## config.mk

```make
export PLATFORM = sky130hd
export DESIGN_NAME = nsp_front_flat
export DESIGN_NICKNAME = d
export VERILOG_FILES = /design/src/rtl/nsp_pkg.sv /design/src/rtl/nsp_event_if.sv /design/src/rtl/nsp_front.sv /design/src/flat_wrapper.sv
export SDC_FILE = /design/constraint.sdc
export NUM_CORES = 1
export LEC_CHECK = 0
export ABC_AREA = 1
export BUFFER_PORTS_ARGS = -buffer_cell sky130_fd_sc_hd__buf_2
export CAP_MARGIN = 10
export CORE_MARGIN = 5
export CORE_UTILIZATION = 25
export DETAILED_ROUTE_END_ITERATION = 7
export GPL_TIMING_DRIVEN = 0
export SETUP_SLACK_MARGIN = 0.1
export SLEW_MARGIN = 20
export SYNTH_ARGS = -nofsm -noshare
export SYNTH_HDL_FRONTEND = slang
export SYNTH_SLANG_ARGS = --single-unit
```

## constraint.sdc

```tcl
create_clock -name clk -period 5.1 [get_ports clk]
set_input_delay 0.255 -clock clk [delete_from_list [all_inputs] [get_ports clk]]
set_output_delay 0.255 -clock clk [all_outputs]
set_load 0.05 [all_outputs]
```

## src/rtl/nsp_pkg.sv

```systemverilog
// Shared types, constants and helpers of the nested section profiler.
package nsp_pkg;

  localparam int SLOTS          = 32;
  localparam int HISTORY_FRAMES = 20;

  localparam int SLOT_W  = 5;
  localparam int CNT_W   = $clog2(SLOTS + 1);
  localparam int HIST_W  = 5;
  localparam int TS_W    = 63;
  localparam int ACC_W   = 64;
  localparam int TPS_W   = 41;
  localparam int DS_W    = 32;
  localparam int DEN_W   = TPS_W + DS_W;
  localparam int QUO_W   = 34;
  localparam int STEP_W  = 6;
  localparam int CFG_W   = 41;
  localparam int IDX_W   = 3;

  localparam logic [1:0] CMD_BEGIN = 2'd0;
  localparam logic [1:0] CMD_END   = 2'd1;
  localparam logic [1:0] CMD_FRAME = 2'd2;

  localparam logic [IDX_W-1:0] REG_ACTIVE = 3'd0;
  localparam logic [IDX_W-1:0] REG_REPORT = 3'd1;
  localparam logic [IDX_W-1:0] REG_REF    = 3'd2;
  localparam logic [IDX_W-1:0] REG_TPS    = 3'd3;
  localparam logic [IDX_W-1:0] REG_SCALE  = 3'd4;
  localparam logic [IDX_W-1:0] REG_BIAS   = 3'd5;

  typedef enum logic [1:0] {OP_BEGIN, OP_END, OP_FRAME} op_t;

  typedef struct packed {
    op_t               op;
    logic [SLOT_W-1:0] slot;
    logic [TS_W-1:0]   timestamp;
  } item_t;

  typedef struct packed {
    logic [5:0]       active_slots;
    logic [5:0]       report_slots;
    logic [4:0]       reference_slot;
    logic [TPS_W-1:0] ticks_per_second;
    logic [DS_W-1:0]  disp_div;
    logic [31:0]      offset_bias;
  } cfg_t;

  function automatic logic [CNT_W-1:0] slot_limit(input logic [5:0] active);
    logic [CNT_W-1:0] a;
    a = CNT_W'(active);
    return (a < CNT_W'(SLOTS)) ? a : CNT_W'(SLOTS);
  endfunction

  function automatic logic slot_ok(input logic [SLOT_W-1:0] s, input logic [5:0] active);
    return (s != '0) && (CNT_W'(s) < slot_limit(active));
  endfunction

endpackage

```

## src/rtl/nsp_event_if.sv

```systemverilog
// Event channel: begin, end and frame-end requests.
interface nsp_event_if;
  logic        valid;
  logic        ready;
  logic [1:0]  cmd;
  logic [4:0]  slot;
  logic [62:0] timestamp;
  modport source(output valid, cmd, slot, timestamp, input ready);
  modport sink(input valid, cmd, slot, timestamp, output ready);
endinterface

```

## src/rtl/nsp_front.sv

```systemverilog
// Front end: accept events, drop ignored ones, queue the rest.
module nsp_front (
  input  logic          clk,
  input  logic          rst,
  input  nsp_pkg::cfg_t cfg,
  nsp_event_if.sink     events,
  output nsp_pkg::item_t head,
  output logic          head_valid,
  input  logic          head_pop
);
  import nsp_pkg::*;

  item_t      q [2];
  logic       wp;
  logic       rp;
  logic [1:0] count;
  item_t      in_item;
  logic       keep;
  logic       push;

  assign events.ready = (count != 2'd2);
  assign head         = q[rp];
  assign head_valid   = (count != 2'd0);

  always_comb begin
    in_item.op        = OP_FRAME;
    in_item.slot      = events.slot;
    in_item.timestamp = events.timestamp;
    keep              = 1'b0;
    unique case (events.cmd)
      CMD_BEGIN: begin
        in_item.op = OP_BEGIN;
        keep       = slot_ok(events.slot, cfg.active_slots);
      end
      CMD_END: begin
        in_item.op = OP_END;
        keep       = slot_ok(events.slot, cfg.active_slots);
      end
      CMD_FRAME: begin
        keep = 1'b1;
      end
      default: keep = 1'b0;
    endcase
  end

  assign push = events.valid && events.ready && keep;

  always_ff @(posedge clk) begin
    if (push) begin
      q[wp] <= in_item;
    end
  end

  always_ff @(posedge clk) begin
    if (rst) begin
      wp    <= 1'b0;
      rp    <= 1'b0;
      count <= 2'd0;
    end else begin
      if (push) begin
        wp <= ~wp;
      end
      if (head_pop) begin
        rp <= ~rp;
      end
      count <= count + {1'b0, push} - {1'b0, head_pop};
    end
  end

endmodule

```

## src/flat_wrapper.sv

```systemverilog
// flat-port wrapper written by rule: the top's interface ports become plain ports
module nsp_front_flat import nsp_pkg::*;
  (clk, rst, cfg, head, head_valid, head_pop, events_valid, events_cmd, events_slot, events_timestamp, events_ready);
  nsp_event_if events_i ();
  input  logic clk;
  input  logic rst;
  input  nsp_pkg::cfg_t cfg;
  output nsp_pkg::item_t head;
  output logic head_valid;
  input  logic head_pop;
  input wire logic [$bits(events_i.valid)-1:0] events_valid;
  input wire logic [$bits(events_i.cmd)-1:0] events_cmd;
  input wire logic [$bits(events_i.slot)-1:0] events_slot;
  input wire logic [$bits(events_i.timestamp)-1:0] events_timestamp;
  output wire logic [$bits(events_i.ready)-1:0] events_ready;
  assign events_i.valid = events_valid;
  assign events_i.cmd = events_cmd;
  assign events_i.slot = events_slot;
  assign events_i.timestamp = events_timestamp;
  assign events_ready = events_i.ready;
  nsp_front u_core (.clk(clk), .rst(rst), .cfg(cfg), .events(events_i), .head(head), .head_valid(head_valid), .head_pop(head_pop));
endmodule
```

==> metrics.yaml <==
global_routing:
  antenna_found_initial: 1
  gr-total-overflow: 0
  grt_max_degree: 43
  grt_pass1_vias: 3352
  grtUsageTotal_pct: 9.25
  grt_first_pass_wirelength_um: 17500
timing:
  hold-worst-slack_ps: 33.2
  fmax_mhz: 489
  period_share_pct: 40.1
  fin_crit_ps: 2050
  drv_slew: 0
  finalHoldViolCount: 0
  clock_skew_ps: 12.6
  worst_pin_slew_ps: 436
  finalSetupViolCount: 0
  rsz0062_at_grt: "false"
  max-slew-margin-rel_pct: 70.9
route:
  wl_um: 11300
  ant_nets: 0
  routedWlPerCell_um: 15.1
  remaining_drc_errors: 0
  routed_via_density: 4.00
  drt_first_pass_iters: 4
  drt_iter0_drc: 83
  vias: 3002
critical_path:
  path_class: "register to output pin"
  cp_data_required_time_ps: 4850
  cp-start-kind: "register"
  setup.worst_path.end_class: "output pin"
  crit_fanout: 10
  worst_ep_arrival_time_ps: 1790
layout:
  layout_commonest_cell: "buf_2"
  diodes: 0
  drive_gt1_share_pct: 43.4
  fillers: 2111
  final_nets: 659
  area_growth_pct: 32.8
  final_cell_mix: "buf_2, edfxtp_1, mux2_1"
  finalNonFillerCells: 750
power_and_ir_drop:
  power.density_mw_per_mm2: 441
  p_clk_share_pct: 37.4
  leakagePower_uw: 0.00275
  totalPowerFinal_uw: 3210
  p_seq_share_pct: 44.4
  power.switching_uw: 958
  ir_worst_vdd_mv: 0.195
  p_comb_share_pct: 18.3
  p_int_uw: 2250
  sw_frac_of_total_pct: 29.9
logic_synthesis:
  yosys.area.top_type: "edfxtp_1"
  yosysSeqAreaShare_pct: 78.7
  syn-instance-count: 282
  syn-mean-instance-area_um2: 19.4
  ys_ff_latch: 145
  synth_top_area_share_pct: 76.9
  ys_types: 21
  synth_area_leaders: "edfxtp_1, mux2_1, dfxtp_1, ha_1, nand2_1"
  syn_area_mm2: 0.00547
  yosysWarningCount: 0
  mappedNetlistNets: 484
clock_tree:
  post-cts-setup-buffers: 0
  ctsResizeCount: 0
  clkTransAtPathRegs_ps: 60
  cts_htree_levels: 4
  cts.sinks: 145
  clockBufferDepth: 2
  numCtsBuffers: 17
  ctsHoldBuffers: 0
  root_buffer: "clkbuf_16"
  cts_tree: "yes"
  worstSkewPairLatency_ps: 410
floorplan:
  core_area_mm2: 0.0217
  ios: 268
  rows: 54
  initial_core_util_pct: 25.2
  die_h_um: 158
  die-area_mm2: 0.0249
  die_x_um: 158
run:
  max-cap-violations: 0
run_status:
  status: "finished clean"
placement:
  io_buffers: 151
  place_hpwl_um: 8120
  gp_congestion: 0.746
  placed_cells: 717
worst_hold_path:
  hold_path.class: "primary input to register"
[kinds of logic after synthesis]
| logic type | count (synthesis) | synth area share (%) |
|---|---|---|
| adders and majority gates | 6 | 1.37 |
| DFF | 145 | 78.7 |
| xor gates and xnor gates | 2 | 0.320 |
| muxes | 70 | 14.4 |
| and+or+nand+nor | 32 | 2.42 |
| buffers and inverters | 22 | 2.01 |
| AOI/OAI and AO/OA | 5 | 0.778 |
[cell type report]
| class | instances | area [µm²] | share of cell area [%] |
|---|---|---|---|
| Clock buffer | 17 | 425 | 5.86 |
| Multi-Input combinational cell | 115 | 1060 | 14.6 |
| Clock inverter | 15 | 148 | 2.03 |
| Sequential cell | 145 | 4300 | 59.2 |
| Buffer | 9 | 61.3 | 0.844 |
| Inverter | 13 | 51.3 | 0.706 |
| Tap cell | 280 | 350 | 4.82 |
| Timing Repair Buffer | 156 | 861 | 11.8 |
[state kept, by name (all words and copies together), names as in the netlist, named ones only]
name,cells
u_core.wp,1
u_core.rp,1
u_core.q,140
u_core.count,2
[cells in the mapped netlist]
library cell,number
nor3_1,2
buf_2,1
clkbuf_1,1
mux2_1,70
dfxtp_1,5
xnor2_1,2
edfxtp_1,140
clkinv_1,1
nand3_2,1
nand2_1,18
buf_4,7
o21ai_1,1
a21boi_2,1
inv_1,8
a21oi_1,2
nand3_1,1
ha_1,6
a21oi_4,1
nand2_2,1
nor2_1,9
inv_2,4
[power groups by stage]
stage                     Sequential (µW)  Clock [µW]  Combinational (µW)
after detailed placement             1450           0                 597
final                                1420        1200                 586
after CTS                            1420        1250                 599
after floorplan                      1450           0                 418
after global routing                 1430        1300                 624
after global placement               1460           0                 563
[layer usage]
layer / up-vias / track usage, % / part of all wire (%)
li1: 1420 / - / -
met1: 1471 / 11.2 / 42
met2: 102 / 15.2 / 50
met3: 7 / 3.88 / 7.7
met4: 2 / 2.58 / 0.60
met5: - / 0 / 0.11
[per-stage QoR]
stage	worst slack, ps	util (%)	setup TNS, ps	area, µm²
detailed placement	2640	30.8	0	6680
global placement	-1390	30.3	-97150	6580
floorplan	577	-	0	5470
global route	2900	33.5	0	7260
CTS	2920	33.4	0	7250
finish	3050	33.5	0	7260
[worst max-delay path, cell delays in order, from the launching register on]
cell	delay, ps
dfxtp_1	300
buf_2	230
buf_4	270
mux2_1	350
buf_2	230
[path summary, 6_finish.rpt]
| check | from | to | slack, ps | cells past startpoint |
|---|---|---|---|---|
| worst min register to register | u_core.count[1] | u_core.count[1] | 500 | 2 |
| worst min-delay path | events_timestamp[5] | u_core.q[1][5] | 30 | 1 |
| worst max-delay path | register | head[45] | 3050 | 4 |
| worst max register to register | u_core.count[0] | u_core.q[1][12] | 3270 | 7 |
(Power assumes the default switching activity.)
